**src/hdl/ellipse_point_generator_top_assert.svh**
```systemverilog
// Assertion macros used by the ellipse point generator engine.
// Needs clk_i and rst_ni in the scope where a macro is used.
`ifndef ELLIPSE_POINT_GENERATOR_TOP_ASSERT_SVH
`define ELLIPSE_POINT_GENERATOR_TOP_ASSERT_SVH

// Same-cycle implication, sampled on the rising clock, off during reset.
`define EPG_ASSERT_NOW(lbl, pre, post, msg) \
  lbl: assert property (@(posedge clk_i) disable iff (!rst_ni) (pre) |-> (post)) \
    else $error(msg);

// Next-cycle implication, sampled on the rising clock, off during reset.
`define EPG_ASSERT_NEXT(lbl, pre, post, msg) \
  lbl: assert property (@(posedge clk_i) disable iff (!rst_ni) (pre) |=> (post)) \
    else $error(msg);

`endif

```
**src/hdl/epg_pkg.sv**
```systemverilog
// Package for the ellipse point generator: opcode enum, stage control struct,
// default coordinate width. No dependencies.
package epg_pkg;

  localparam int unsigned EPG_COORD_BITS = 12;

  typedef enum logic [0:0] {
    OP_START = 1'b0,
    OP_STEP  = 1'b1
  } epg_op_e;

  // Control for the word held in the input stage.
  typedef struct packed {
    logic    valid;
    epg_op_e op;
  } epg_stage_t;

endpackage

```
**src/hdl/epg_prep.sv**
```systemverilog
// Input stage of the ellipse point generator: squares the radii and registers
// the incoming word. Depends on epg_pkg.
module epg_prep #(
  parameter int unsigned COORD_BITS = epg_pkg::EPG_COORD_BITS
) (
  input  logic                        clk_i,
  input  logic                        rst_ni,
  input  logic                        in_valid_i,
  output logic                        in_stall_o,
  input  logic                        opcode_i,
  input  logic [COORD_BITS-1:0]       center_x_i,
  input  logic [COORD_BITS-1:0]       center_y_i,
  input  logic [COORD_BITS-2:0]       radius_x_i,
  input  logic [COORD_BITS-2:0]       radius_y_i,
  input  logic                        take_i,
  output epg_pkg::epg_stage_t         stage_o,
  output logic [COORD_BITS-1:0]       center_x_o,
  output logic [COORD_BITS-1:0]       center_y_o,
  output logic [COORD_BITS-2:0]       radius_y_o,
  output logic [2*COORD_BITS-3:0]     rx_sq_o,
  output logic [2*COORD_BITS-3:0]     ry_sq_o
);
  import epg_pkg::*;

  localparam int unsigned RAD_BITS = COORD_BITS - 1;
  localparam int unsigned SQ_BITS  = 2 * RAD_BITS;

  logic                  valid_q, valid_d;
  epg_op_e               op_q;
  logic [COORD_BITS-1:0] cx_q, cy_q;
  logic [RAD_BITS-1:0]   ry_q;
  logic [SQ_BITS-1:0]    rx_sq_q, ry_sq_q, rx_sq_d, ry_sq_d;
  logic                  accept;

  assign in_stall_o = valid_q && !take_i;
  assign accept     = in_valid_i && !in_stall_o;

  assign rx_sq_d = {{RAD_BITS{1'b0}}, radius_x_i} * {{RAD_BITS{1'b0}}, radius_x_i};
  assign ry_sq_d = {{RAD_BITS{1'b0}}, radius_y_i} * {{RAD_BITS{1'b0}}, radius_y_i};

  always_comb begin
    if (accept) begin
      valid_d = 1'b1;
    end else if (take_i) begin
      valid_d = 1'b0;
    end else begin
      valid_d = valid_q;
    end
  end

  always_ff @(posedge clk_i or negedge rst_ni) begin
    if (!rst_ni) begin
      valid_q <= 1'b0;
    end else begin
      valid_q <= valid_d;
    end
  end

  always_ff @(posedge clk_i) begin
    if (accept) begin
      op_q    <= epg_op_e'(opcode_i);
      cx_q    <= center_x_i;
      cy_q    <= center_y_i;
      ry_q    <= radius_y_i;
      rx_sq_q <= rx_sq_d;
      ry_sq_q <= ry_sq_d;
    end
  end

  assign stage_o.valid = valid_q;
  assign stage_o.op    = op_q;
  assign center_x_o    = cx_q;
  assign center_y_o    = cy_q;
  assign radius_y_o    = ry_q;
  assign rx_sq_o       = rx_sq_q;
  assign ry_sq_o       = ry_sq_q;

endmodule

```
**src/hdl/epg_engine.sv**
```systemverilog
// Stepping engine of the ellipse point generator: ellipse state, incremental
// error update, mirrored points and result register. Depends on epg_pkg and the assertion header.
`include "ellipse_point_generator_top_assert.svh"

module epg_engine #(
  parameter int unsigned COORD_BITS = epg_pkg::EPG_COORD_BITS
) (
  input  logic                          clk_i,
  input  logic                          rst_ni,
  input  epg_pkg::epg_stage_t           stage_i,
  input  logic [COORD_BITS-1:0]         center_x_i,
  input  logic [COORD_BITS-1:0]         center_y_i,
  input  logic [COORD_BITS-2:0]         radius_y_i,
  input  logic [2*COORD_BITS-3:0]       rx_sq_i,
  input  logic [2*COORD_BITS-3:0]       ry_sq_i,
  output logic                          take_o,
  output logic                          out_valid_o,
  input  logic                          out_stall_i,
  output logic                          point_valid_o,
  output logic                          last_step_o,
  output logic signed [COORD_BITS+1:0]  right_lower_x_o,
  output logic signed [COORD_BITS+1:0]  right_lower_y_o,
  output logic signed [COORD_BITS+1:0]  left_lower_x_o,
  output logic signed [COORD_BITS+1:0]  left_lower_y_o,
  output logic signed [COORD_BITS+1:0]  right_upper_x_o,
  output logic signed [COORD_BITS+1:0]  right_upper_y_o,
  output logic signed [COORD_BITS+1:0]  left_upper_x_o,
  output logic signed [COORD_BITS+1:0]  left_upper_y_o
);
  import epg_pkg::*;

  localparam int unsigned RAD_BITS = COORD_BITS - 1;
  localparam int unsigned SQ_BITS  = 2 * RAD_BITS;
  localparam int unsigned Y_BITS   = COORD_BITS + 1;
  localparam int unsigned OUT_BITS = COORD_BITS + 2;
  localparam int unsigned ERR_BITS = 3 * RAD_BITS + 7;
  localparam int unsigned PRD_BITS = SQ_BITS + RAD_BITS + 3;

  // ellipse state
  logic                       busy_q, busy_d;
  logic [COORD_BITS-1:0]      x_q, x_d;
  logic signed [Y_BITS-1:0]   y_q, y_d;
  logic signed [ERR_BITS-1:0] e_q, e_d;
  logic signed [ERR_BITS-1:0] ay_q, ay_d;   // rx^2 * (3 - 2y): error gain on y--
  logic signed [ERR_BITS-1:0] bx_q, bx_d;   // ry^2 * (2x + 3): error gain on x++
  logic [SQ_BITS-1:0]         a2_q, a2_d, b2_q, b2_d;
  logic [COORD_BITS-1:0]      ox_q, ox_d, oy_q, oy_d;

  // result register
  logic                       out_valid_q, out_valid_d;
  logic                       pv_q, pv_d, last_q, last_d;
  logic signed [OUT_BITS-1:0] rlx_q, rly_q, llx_q, lly_q, rux_q, ruy_q, lux_q, luy_q;
  logic signed [OUT_BITS-1:0] rlx_d, rly_d, llx_d, lly_d, rux_d, ruy_d, lux_d, luy_d;

  logic move, is_start, is_step;

  // start setup
  logic signed [SQ_BITS:0]      a2_in_s;
  logic signed [RAD_BITS+1:0]   two_ry_m1;
  logic signed [PRD_BITS-1:0]   prod;
  logic signed [ERR_BITS-1:0]   m_init, a2_in_e, b2_in_e;

  // step terms
  logic signed [ERR_BITS-1:0]   a2_e, b2_e, t_lo, t_hi, e_step;
  logic                         inc_x, dec_y;
  logic [COORD_BITS-1:0]        x_step;
  logic signed [Y_BITS-1:0]     y_step;
  logic signed [OUT_BITS-1:0]   x_ext, y_ext, ox_ext, oy_ext;

  assign take_o   = !out_valid_q || !out_stall_i;
  assign move     = take_o && stage_i.valid;
  assign is_start = stage_i.op == OP_START;
  assign is_step  = stage_i.op == OP_STEP;

  // start: e = ry^2 - rx^2(2ry-1), ay = 2rx^2 - rx^2(2ry-1), bx = 3ry^2
  assign a2_in_s   = signed'({1'b0, rx_sq_i});
  assign two_ry_m1 = signed'({1'b0, radius_y_i, 1'b0}) - signed'((RAD_BITS + 2)'(1));
  assign prod      = a2_in_s * two_ry_m1;
  assign m_init    = ERR_BITS'(prod);
  assign a2_in_e   = signed'(ERR_BITS'(rx_sq_i));
  assign b2_in_e   = signed'(ERR_BITS'(ry_sq_i));

  // step decision with incremental gain registers, no multiply in the loop
  assign a2_e = signed'(ERR_BITS'(a2_q));
  assign b2_e = signed'(ERR_BITS'(b2_q));
  assign t_lo = (e_q <<< 1) + (a2_e <<< 2) - ay_q;           // 2e + rx^2(2y+1)
  assign t_hi = (e_q <<< 1) + (b2_e <<< 2) + b2_e - bx_q;    // 2e + ry^2(2-2x)

  always_comb begin
    if (e_q[ERR_BITS-1]) begin
      inc_x = 1'b1;
      dec_y = !t_lo[ERR_BITS-1];
    end else if (e_q != '0) begin
      dec_y = 1'b1;
      inc_x = t_hi[ERR_BITS-1] || (t_hi == '0);
    end else begin
      inc_x = 1'b1;
      dec_y = 1'b1;
    end
  end

  assign e_step = e_q + (inc_x ? bx_q : '0) + (dec_y ? ay_q : '0);
  assign x_step = x_q + COORD_BITS'(inc_x);
  assign y_step = y_q - (dec_y ? signed'(Y_BITS'(1)) : signed'(Y_BITS'(0)));

  assign x_ext  = signed'(OUT_BITS'(x_q));
  assign ox_ext = signed'(OUT_BITS'(ox_q));
  assign oy_ext = signed'(OUT_BITS'(oy_q));
  assign y_ext  = OUT_BITS'(y_q);

  always_comb begin
    busy_d = busy_q;
    x_d    = x_q;
    y_d    = y_q;
    e_d    = e_q;
    ay_d   = ay_q;
    bx_d   = bx_q;
    a2_d   = a2_q;
    b2_d   = b2_q;
    ox_d   = ox_q;
    oy_d   = oy_q;
    pv_d   = 1'b0;
    last_d = 1'b0;
    rlx_d  = '0;
    rly_d  = '0;
    llx_d  = '0;
    lly_d  = '0;
    rux_d  = '0;
    ruy_d  = '0;
    lux_d  = '0;
    luy_d  = '0;
    if (is_start) begin
      busy_d = 1'b1;
      x_d    = '0;
      y_d    = signed'(Y_BITS'(radius_y_i));
      e_d    = b2_in_e - m_init;
      ay_d   = (a2_in_e <<< 1) - m_init;
      bx_d   = (b2_in_e <<< 1) + b2_in_e;
      a2_d   = rx_sq_i;
      b2_d   = ry_sq_i;
      ox_d   = center_x_i;
      oy_d   = center_y_i;
    end else if (is_step && busy_q) begin
      x_d    = x_step;
      y_d    = y_step;
      e_d    = e_step;
      ay_d   = dec_y ? ay_q + (a2_e <<< 1) : ay_q;
      bx_d   = inc_x ? bx_q + (b2_e <<< 1) : bx_q;
      busy_d = !y_step[Y_BITS-1];
      pv_d   = 1'b1;
      last_d = y_step[Y_BITS-1];
      rlx_d  = ox_ext + x_ext;
      rly_d  = oy_ext + y_ext;
      llx_d  = ox_ext - x_ext;
      lly_d  = oy_ext + y_ext;
      rux_d  = ox_ext + x_ext;
      ruy_d  = oy_ext - y_ext;
      lux_d  = ox_ext - x_ext;
      luy_d  = oy_ext - y_ext;
    end
  end

  always_comb begin
    if (take_o) begin
      out_valid_d = stage_i.valid;
    end else begin
      out_valid_d = out_valid_q;
    end
  end

  always_ff @(posedge clk_i or negedge rst_ni) begin
    if (!rst_ni) begin
      busy_q      <= 1'b0;
      out_valid_q <= 1'b0;
    end else begin
      out_valid_q <= out_valid_d;
      if (move) begin
        busy_q <= busy_d;
      end
    end
  end

  always_ff @(posedge clk_i) begin
    if (move) begin
      x_q    <= x_d;
      y_q    <= y_d;
      e_q    <= e_d;
      ay_q   <= ay_d;
      bx_q   <= bx_d;
      a2_q   <= a2_d;
      b2_q   <= b2_d;
      ox_q   <= ox_d;
      oy_q   <= oy_d;
      pv_q   <= pv_d;
      last_q <= last_d;
      rlx_q  <= rlx_d;
      rly_q  <= rly_d;
      llx_q  <= llx_d;
      lly_q  <= lly_d;
      rux_q  <= rux_d;
      ruy_q  <= ruy_d;
      lux_q  <= lux_d;
      luy_q  <= luy_d;
    end
  end

  assign out_valid_o     = out_valid_q;
  assign point_valid_o   = pv_q;
  assign last_step_o     = last_q;
  assign right_lower_x_o = rlx_q;
  assign right_lower_y_o = rly_q;
  assign left_lower_x_o  = llx_q;
  assign left_lower_y_o  = lly_q;
  assign right_upper_x_o = rux_q;
  assign right_upper_y_o = ruy_q;
  assign left_upper_x_o  = lux_q;
  assign left_upper_y_o  = luy_q;

  `EPG_ASSERT_NOW(a_last_is_valid, out_valid_q && last_q, pv_q, "last step without valid points")
  `EPG_ASSERT_NOW(a_busy_y_nonneg, busy_q, !y_q[Y_BITS-1], "active ellipse with negative y")
  `EPG_ASSERT_NEXT(a_start_invalid, move && is_start, out_valid_q && !pv_q && busy_q, "start word produced points or left engine idle")
  `EPG_ASSERT_NOW(a_end_marked, $fell(busy_q), out_valid_q && last_q, "ellipse ended without last step")

endmodule

```
**src/hdl/ellipse_point_generator_top.sv**
```systemverilog
// Top level of the ellipse point generator.
// Depends on epg_pkg, epg_prep and epg_engine.
//
// Ellipse point generator, Bresenham error-term rasterization. A start word
// (opcode 0) loads center and radii and yields an all-zero invalid result; each
// step word (opcode 1) yields the four points mirrored about the center for the
// current offset, then moves the offset. The step on which y drops below zero
// carries last_step; step words outside an ellipse give all-zero results.
// A start while an ellipse runs replaces it. Every input word gives exactly one
// result word. Throughput is one word per clock while out_stall_i is low; the
// radius squares are formed ahead of the input register, the engine works
// between that register and the result register. The per-step error loop is
// adders only: the x and y gain terms are kept as registers and bumped by
// twice the squared radius on each move. Past the two radius squarers the only
// multiplier (squared horizontal radius times 2*ry-1) sits on the start path.
// While a result is held by a stall an empty input register still takes one
// more word.
module ellipse_point_generator_top #(
  parameter int unsigned COORD_BITS = epg_pkg::EPG_COORD_BITS
) (
  input  logic                          clk_i,
  input  logic                          rst_ni,
  input  logic                          in_valid_i,
  output logic                          in_stall_o,
  input  logic                          opcode_i,
  input  logic [COORD_BITS-1:0]         center_x_i,
  input  logic [COORD_BITS-1:0]         center_y_i,
  input  logic [COORD_BITS-2:0]         radius_x_i,
  input  logic [COORD_BITS-2:0]         radius_y_i,
  output logic                          out_valid_o,
  input  logic                          out_stall_i,
  output logic                          point_valid_o,
  output logic                          last_step_o,
  output logic signed [COORD_BITS+1:0]  right_lower_x_o,
  output logic signed [COORD_BITS+1:0]  right_lower_y_o,
  output logic signed [COORD_BITS+1:0]  left_lower_x_o,
  output logic signed [COORD_BITS+1:0]  left_lower_y_o,
  output logic signed [COORD_BITS+1:0]  right_upper_x_o,
  output logic signed [COORD_BITS+1:0]  right_upper_y_o,
  output logic signed [COORD_BITS+1:0]  left_upper_x_o,
  output logic signed [COORD_BITS+1:0]  left_upper_y_o
);
  import epg_pkg::*;

  localparam int unsigned RAD_BITS = COORD_BITS - 1;
  localparam int unsigned SQ_BITS  = 2 * RAD_BITS;

  epg_stage_t            stage;
  logic [COORD_BITS-1:0] cx, cy;
  logic [RAD_BITS-1:0]   ry;
  logic [SQ_BITS-1:0]    rx_sq, ry_sq;
  logic                  take;

  // input register with radius squaring
  epg_prep #(
    .COORD_BITS(COORD_BITS)
  ) u_prep (
    .clk_i      (clk_i),
    .rst_ni     (rst_ni),
    .in_valid_i (in_valid_i),
    .in_stall_o (in_stall_o),
    .opcode_i   (opcode_i),
    .center_x_i (center_x_i),
    .center_y_i (center_y_i),
    .radius_x_i (radius_x_i),
    .radius_y_i (radius_y_i),
    .take_i     (take),
    .stage_o    (stage),
    .center_x_o (cx),
    .center_y_o (cy),
    .radius_y_o (ry),
    .rx_sq_o    (rx_sq),
    .ry_sq_o    (ry_sq)
  );

  // ellipse state, stepping logic and result register
  epg_engine #(
    .COORD_BITS(COORD_BITS)
  ) u_engine (
    .clk_i           (clk_i),
    .rst_ni          (rst_ni),
    .stage_i         (stage),
    .center_x_i      (cx),
    .center_y_i      (cy),
    .radius_y_i      (ry),
    .rx_sq_i         (rx_sq),
    .ry_sq_i         (ry_sq),
    .take_o          (take),
    .out_valid_o     (out_valid_o),
    .out_stall_i     (out_stall_i),
    .point_valid_o   (point_valid_o),
    .last_step_o     (last_step_o),
    .right_lower_x_o (right_lower_x_o),
    .right_lower_y_o (right_lower_y_o),
    .left_lower_x_o  (left_lower_x_o),
    .left_lower_y_o  (left_lower_y_o),
    .right_upper_x_o (right_upper_x_o),
    .right_upper_y_o (right_upper_y_o),
    .left_upper_x_o  (left_upper_x_o),
    .left_upper_y_o  (left_upper_y_o)
  );

endmodule

```
**config.mk**
```make
export PLATFORM = sky130hd
export DESIGN_NAME = ellipse_point_generator_top
export DESIGN_NICKNAME = d
export VERILOG_FILES = /design/src/hdl/epg_pkg.sv /design/src/hdl/epg_prep.sv /design/src/hdl/epg_engine.sv /design/src/hdl/ellipse_point_generator_top.sv
export VERILOG_INCLUDE_DIRS = /design/src /design/src/hdl
export SDC_FILE = /design/constraint.sdc
export NUM_CORES = 2
export LEC_CHECK = 0
export BUFFER_PORTS_ARGS = -buffer_cell sky130_fd_sc_hd__buf_2
export CAP_MARGIN = 25
export CORE_ASPECT_RATIO = 1.4
export CORE_MARGIN = 2
export CORE_UTILIZATION = 55
export DETAILED_ROUTE_END_ITERATION = 16
export HOLD_SLACK_MARGIN = 0.12
export PLACE_DENSITY = 0.72
export SETUP_SLACK_MARGIN = 0.2
export SLEW_MARGIN = 15
export SYNTH_ARGS = -nofsm -noshare
export SYNTH_HDL_FRONTEND = slang
export SYNTH_SLANG_ARGS = --single-unit
```
**constraint.sdc**
```tcl
create_clock -name clk_i -period 12.3 [get_ports clk_i]
set_input_delay 2.46 -clock clk_i [delete_from_list [all_inputs] [get_ports clk_i]]
set_output_delay 2.46 -clock clk_i [all_outputs]
set_load 0.03 [all_outputs]
```
# Yosys cells after proc, flatten, opt, wreduce, memory -nomap -nowiden
# Index checks and enable logic that the tools add are counted.
# op_classes
n_eq_ne	3
n_reduce_logical	20
muxes	22
multipliers	3
n_addsub	19
n_bitwise	1
# ops
cell	n
two-way mux 40 bit	10
adder 40 x 24 -> 40 bit	2
adder 40 x 25 -> 40 bit	2
adder 40 bit	2
subtractor 40 bit	2
multiplier 11 x 11 -> 22 bit	2
adder 40 x 23 -> 40 bit	1
zero test 40 bit	1
nonzero test 40 bit	1
subtractor 23 x 36 -> 37 bit	1
subtractor 24 x 36 -> 37 bit	1
multiplier 23 x 13 -> 36 bit	1
adder 23 x 22 -> 24 bit	1
adder 13 x 13 -> 14 bit	1
subtractor 13 x 13 -> 14 bit	1
adder 12 x 12 -> 13 bit	1
two-way mux 13 bit	1
subtractor 12 x 1 -> 13 bit (second input constant)	1
subtractor 12 x 12 -> 13 bit	1
subtractor 13 x 2 -> 13 bit	1
adder 12 x 1 -> 12 bit	1
two-way mux 12 bit	1
two-way mux 11 bit	1
two-way mux 1 bit	9
8 further kinds	22
# totals
regBits	354
elab_cells	93

# Depth between registers and ports, before layout
# logic_depth
ltp_word	12
mapped_depth	38

# By module
# Synthesis repeated with hierarchy kept, for this count alone.
# hier_totals
hier_cells	4928
hier_area_um2	45919.0
# modules_own_cells
mod	instances	area_each_um2	seq_area_each_um2	cells_each
epg_engine	1	36894.1	8067.7	4063
epg_prep	1	9024.9	2337.2	865

# Worst setup path after synthesis
# No wires, ideal clock.
# synth_path
path_type	register to register
startpoint	register u_prep.ry_q[4], in the netlist u_prep.radius_y_o[4]
endpoint	register u_engine.ay_q[35], data pin
required_ns	12.027
period_less_slack_ns	9.004
stages_incl_launch_ff	33
arrival_ns	8.731
path_buffers	1
path_slack_ns	3.296
setup_ns	0.273
cell_sequence	edfxtp_1 or3_1 or3_1 nor3_1 nor3b_1 xor2_1 clkbuf_1 nand2_1 fa_1 fa_1 inv_1 fa_1 fa_1 fa_1 inv_1 fa_1 inv_1 ha_1 a21o_1 a31oi_1 o21ai_0 xnor2_1 ha_1 o21a_1 o21ai_0 a31oi_1 nor3_1 o311ai_0 nand3_1 a21oi_2 nor4bb_2 xor2_1 mux2i_1
# synth_via
elab_chain_cells	4
# synth_rtl
element	line_no	text
start: declaration	epg_prep.sv:31	logic [RAD_BITS-1:0] ry_q;
start signal: assignment	epg_prep.sv:64	ry_q <= radius_y_i;
subtractor 12 x 1 -> 13 bit	epg_engine.sv:77	assign two_ry_m1 = signed'({1'b0, radius_y_i, 1'b0}) - signed'((RAD_BITS + 2)'(1));
multiplier 23 x 13 -> 36 bit	epg_engine.sv:78	assign prod = a2_in_s * two_ry_m1;
subtractor 24 x 36 -> 37 bit	epg_engine.sv:137	ay_d = (a2_in_e <<< 1) - m_init;
two-way mux 40 bit	epg_engine.sv:132	if (is_start) begin
via u_engine.ay_d[35]	epg_engine.sv:44	logic signed [ERR_BITS-1:0] ay_q, ay_d;
end signal: assignment	epg_engine.sv:188	ay_q <= ay_d;
end: declaration	epg_engine.sv:44	
# The timed path passes the listed nets, and every way through them passes these cells.
# A chain may end at the register's enable or synchronous reset.

==> flow_metrics.py <==
metrics = {
    "status": {
        "status": "finished clean",
    },
    "floorplan": {
        "rows": 124,
        "die_h_um": 343,
        "die_w_um": 246,
        "die_area_sq_um": 84700,
        "core_area_sq_um": 81600,
        "floorplan.initialDensity_pct": 55.5,
        "ios": 167,
    },
    "cells_and_area": {
        "syn2layout_area_growth_pct": 6.14,
        "drive_gt1_share_pct": 6.36,
        "finish.cell_count_without_fillers": 6028,
        "nNetsFinal": 5972,
        "utilization_pct": 58.9,
    },
    "logic_synthesis": {
        "ys_warn_count": 0,
        "async_flop_share_pct": 0.870,
        "synth_area_per_cell_sq_um": 9.27,
        "ys_seq_elements": 345,
        "netlist_area_sq_um": 45300,
        "yosysUniqueCellTypes": 99,
        "seq_area_frac_synth_pct": 22.8,
        "yosys_most_used_dff": "edfxtp_1",
        "synth_cells": 4883,
        "synth_edf_count": 342,
    },
    "routing": {
        "vias": 34200,
        "highest_layer": "met4",
        "route.met2.wl_mm": 58.3,
        "vias_per_cell": 5.68,
        "wire_per_inst_um": 18.4,
        "drt_pass1_iterations": 5,
        "wl_met1_mm": 43.0,
        "wl_met3_mm": 4.17,
        "drc_errors": 0,
        "wirelength_mm": 111,
        "detail-route-antenna-nets": 0,
        "dr.first_iter.drc_count": 2036,
    },
    "critical_path": {
        "path_class": "reg2reg",
        "r2r-end": "u_engine.ay_q[35]",
        "cp.arrival_ps": 10620,
        "slowest_stage": "o311ai_0",
        "critical-path-max-stage-delay_ps": 660,
        "worst_setup_path_start_kind": "register",
        "crit_top_cell": "ha_1",
        "cp_max_fo": 22,
        "regToRegSetupSlack_ps": 1970,
        "end_kind": "register",
        "cp-startpoint": "u_prep.ry_sq_o[0]",
        "worst-r2r-cell-count": 35,
        "r2r_start": "u_prep.ry_sq_o[0]",
        "endpoint": "u_engine.ay_q[35]",
        "cp.required_ps": 12600,
    },
    "timing": {
        "max_freq_mhz": 96.8,
        "worst_pin_slew_ps": 964,
        "setup_tns_ps": 0,
        "fin_crit_ps": 10330,
        "period_share_pct": 84.0,
        "slew_headroom_pct": 35.2,
        "finalSetupViolations": 0,
        "rsz0062_at_grt": "no",
        "hold_viol": 0,
        "finClkSkew_ps": 29.4,
        "fin_ws_ps": 1970,
        "drv_slew": 0,
    },
    "global_route": {
        "grt_max_degree": 172,
        "grt_usage_pct": 26.7,
        "grt_pass1_vias": 36100,
        "antenna_found_initial": 1,
        "globalRoute.totalOverflow": 0,
        "grt_pass1_wl_mm": 180,
    },
    "flow_run": {
        "cap_viol_max_count": 0,
    },
    "cts": {
        "root_buffer": "clkbuf_16",
        "clk_pin_slew_ps": 60,
        "cts_setup_buffers": 0,
        "cts_buffers": 39,
        "htree_levels": 2,
        "cts_hold_buf": 0,
        "cts_tree": "yes",
        "clockBufferDepth": 3,
        "cts_sinks": 345,
        "cts_resized": 0,
        "clk_latency_ps": 610,
    },
    "place": {
        "dp_slack_ps": 2020,
        "post-dp-hpwl_mm": 91.0,
        "place_congestion": 0.949,
        "port_buffers": 164,
        "dp_cells": 5955,
    },
    "hold_path": {
        "min_path_type": "reg2reg",
        "hold_depth": 0,
    },
}
-- worst min-delay path by stage --
stage | start | end
after floorplan | u_prep.center_x_o[0] | u_engine.ox_q[0]
after global placement | u_prep.center_x_o[10] | u_engine.ox_q[10]
after detailed placement | u_prep.center_y_o[8] | u_engine.oy_q[8]
after CTS | u_prep.center_y_o[8] | u_engine.oy_q[8]
after global routing | u_prep.center_y_o[8] | u_engine.oy_q[8]
final | u_prep.center_y_o[8] | u_engine.oy_q[8]
-- layout make-up --
cell class	instances	area, sq um
Inverter	766	2880
Multi-Input combinational cell	3589	31100
Clock buffer	41	983
Antenna cell	1	2.50
Clock inverter	30	362
Timing Repair Buffer	185	1010
Fill cell	7145	33500
Tap cell	1071	1340
Sequential cell	345	10300
-- cells in the mapped netlist, drive strengths merged, types with 75 or more instances --
cell type | instances | share of area [%]
fa | 452 | 20
edfxtp | 342 | 23
nand2b | 79 | 1.1
buf | 75 | 1.2
xor2 | 91 | 1.8
a21o | 100 | 1.7
ha | 543 | 15
nand2 | 458 | 3.8
inv | 765 | 6.3
a21oi | 267 | 3.0
clkbuf | 118 | 0.98
o21ai | 208 | 2.3
xnor2 | 231 | 4.5
and2 | 146 | 2.0
nor3 | 87 | 0.97
nor2 | 287 | 2.4
-- state kept, by name, indices dropped and copies added, names as in the netlist, 10 cells and up --
| signal | cells |
|---|---|
| u_engine.oy_q | 12 |
| u_engine.x_q | 12 |
| u_engine.ox_q | 12 |
| u_prep.center_x_o | 12 |
| u_engine.bx_q | 40 |
| u_engine.y_q | 13 |
| u_engine.left_lower_x_o | 13 |
| u_prep.radius_y_o | 10 |
| u_engine.right_upper_y_o | 14 |
| u_engine.a2_q | 21 |
| u_engine.right_lower_x_o | 12 |
| u_engine.right_lower_y_o | 13 |
| u_engine.b2_q | 21 |
| u_engine.e_q | 40 |
| u_prep.center_y_o | 12 |
| u_engine.ay_q | 40 |
| u_prep.rx_sq_o | 21 |
| u_prep.ry_sq_o | 21 |
-- worst max-delay path, delay by kind of cell (launching register included) --
| family | cells | cell delay [ps] |
|---|---|---|
| AO/OA/AOI/OAI | 6 | 1950 |
| XOR/XNOR | 3 | 530 |
| adder cells (fa/ha/maj) | 9 | 3700 |
| buffers and inverters | 5 | 1020 |
| flip-flops | 1 | 530 |
| multiplexers | 1 | 90 |
| AND/OR/NAND/NOR | 11 | 2220 |
-- metal layers --
| layer | vias to the layer above | global-route usage [%] |
|---|---|---|
| li1 | 16400 | - |
| met1 | 16800 | 30.5 |
| met2 | 850 | 50.0 |
| met3 | 253 | 2.18 |
| met4 | 0 | 12.3 |
| met5 | - | 0 |
-- layout by cell type (no fill, tap or decap), drive strengths merged, types with 40 or more instances in the layout --
master	count
a21o	100
a21oi	267
a31oi	41
and2	146
buf	185
clkbuf	41
edfxtp	342
fa	452
ha	543
inv	770
nand2	458
nand2b	79
nand3	72
nor2	287
nor2b	51
nor3	87
o21a	40
o21ai	208
o21bai	51
xnor2	231
xor2	91
-- cell families after synthesis --
group / synth area share [%]
AND/OR/NAND/NOR: 14.4
adder cells (fa/ha/maj): 35.0
buffers and inverters: 8.55
AO/OA/AOI/OAI: 12.5
flip-flops: 22.8
XOR/XNOR: 6.23
multiplexers: 0.437
other: 0.0166
-- through the flow --
| stage | hold slack, ps | cell area, sq um |
|---|---|---|
| 2_1_floorplan | 400 | 45300 |
| 3_3_place_gp | 401 | 46700 |
| 4_1_cts | 412 | 48000 |
| 6_report | 415 | 48100 |
| 3_5_place_dp | 405 | 46700 |
| 5_1_grt | 420 | 48100 |
Power is left out: the tool's default activity adds up to more than one toggle a clock period on the data nets, which glitch-free logic cannot reach.
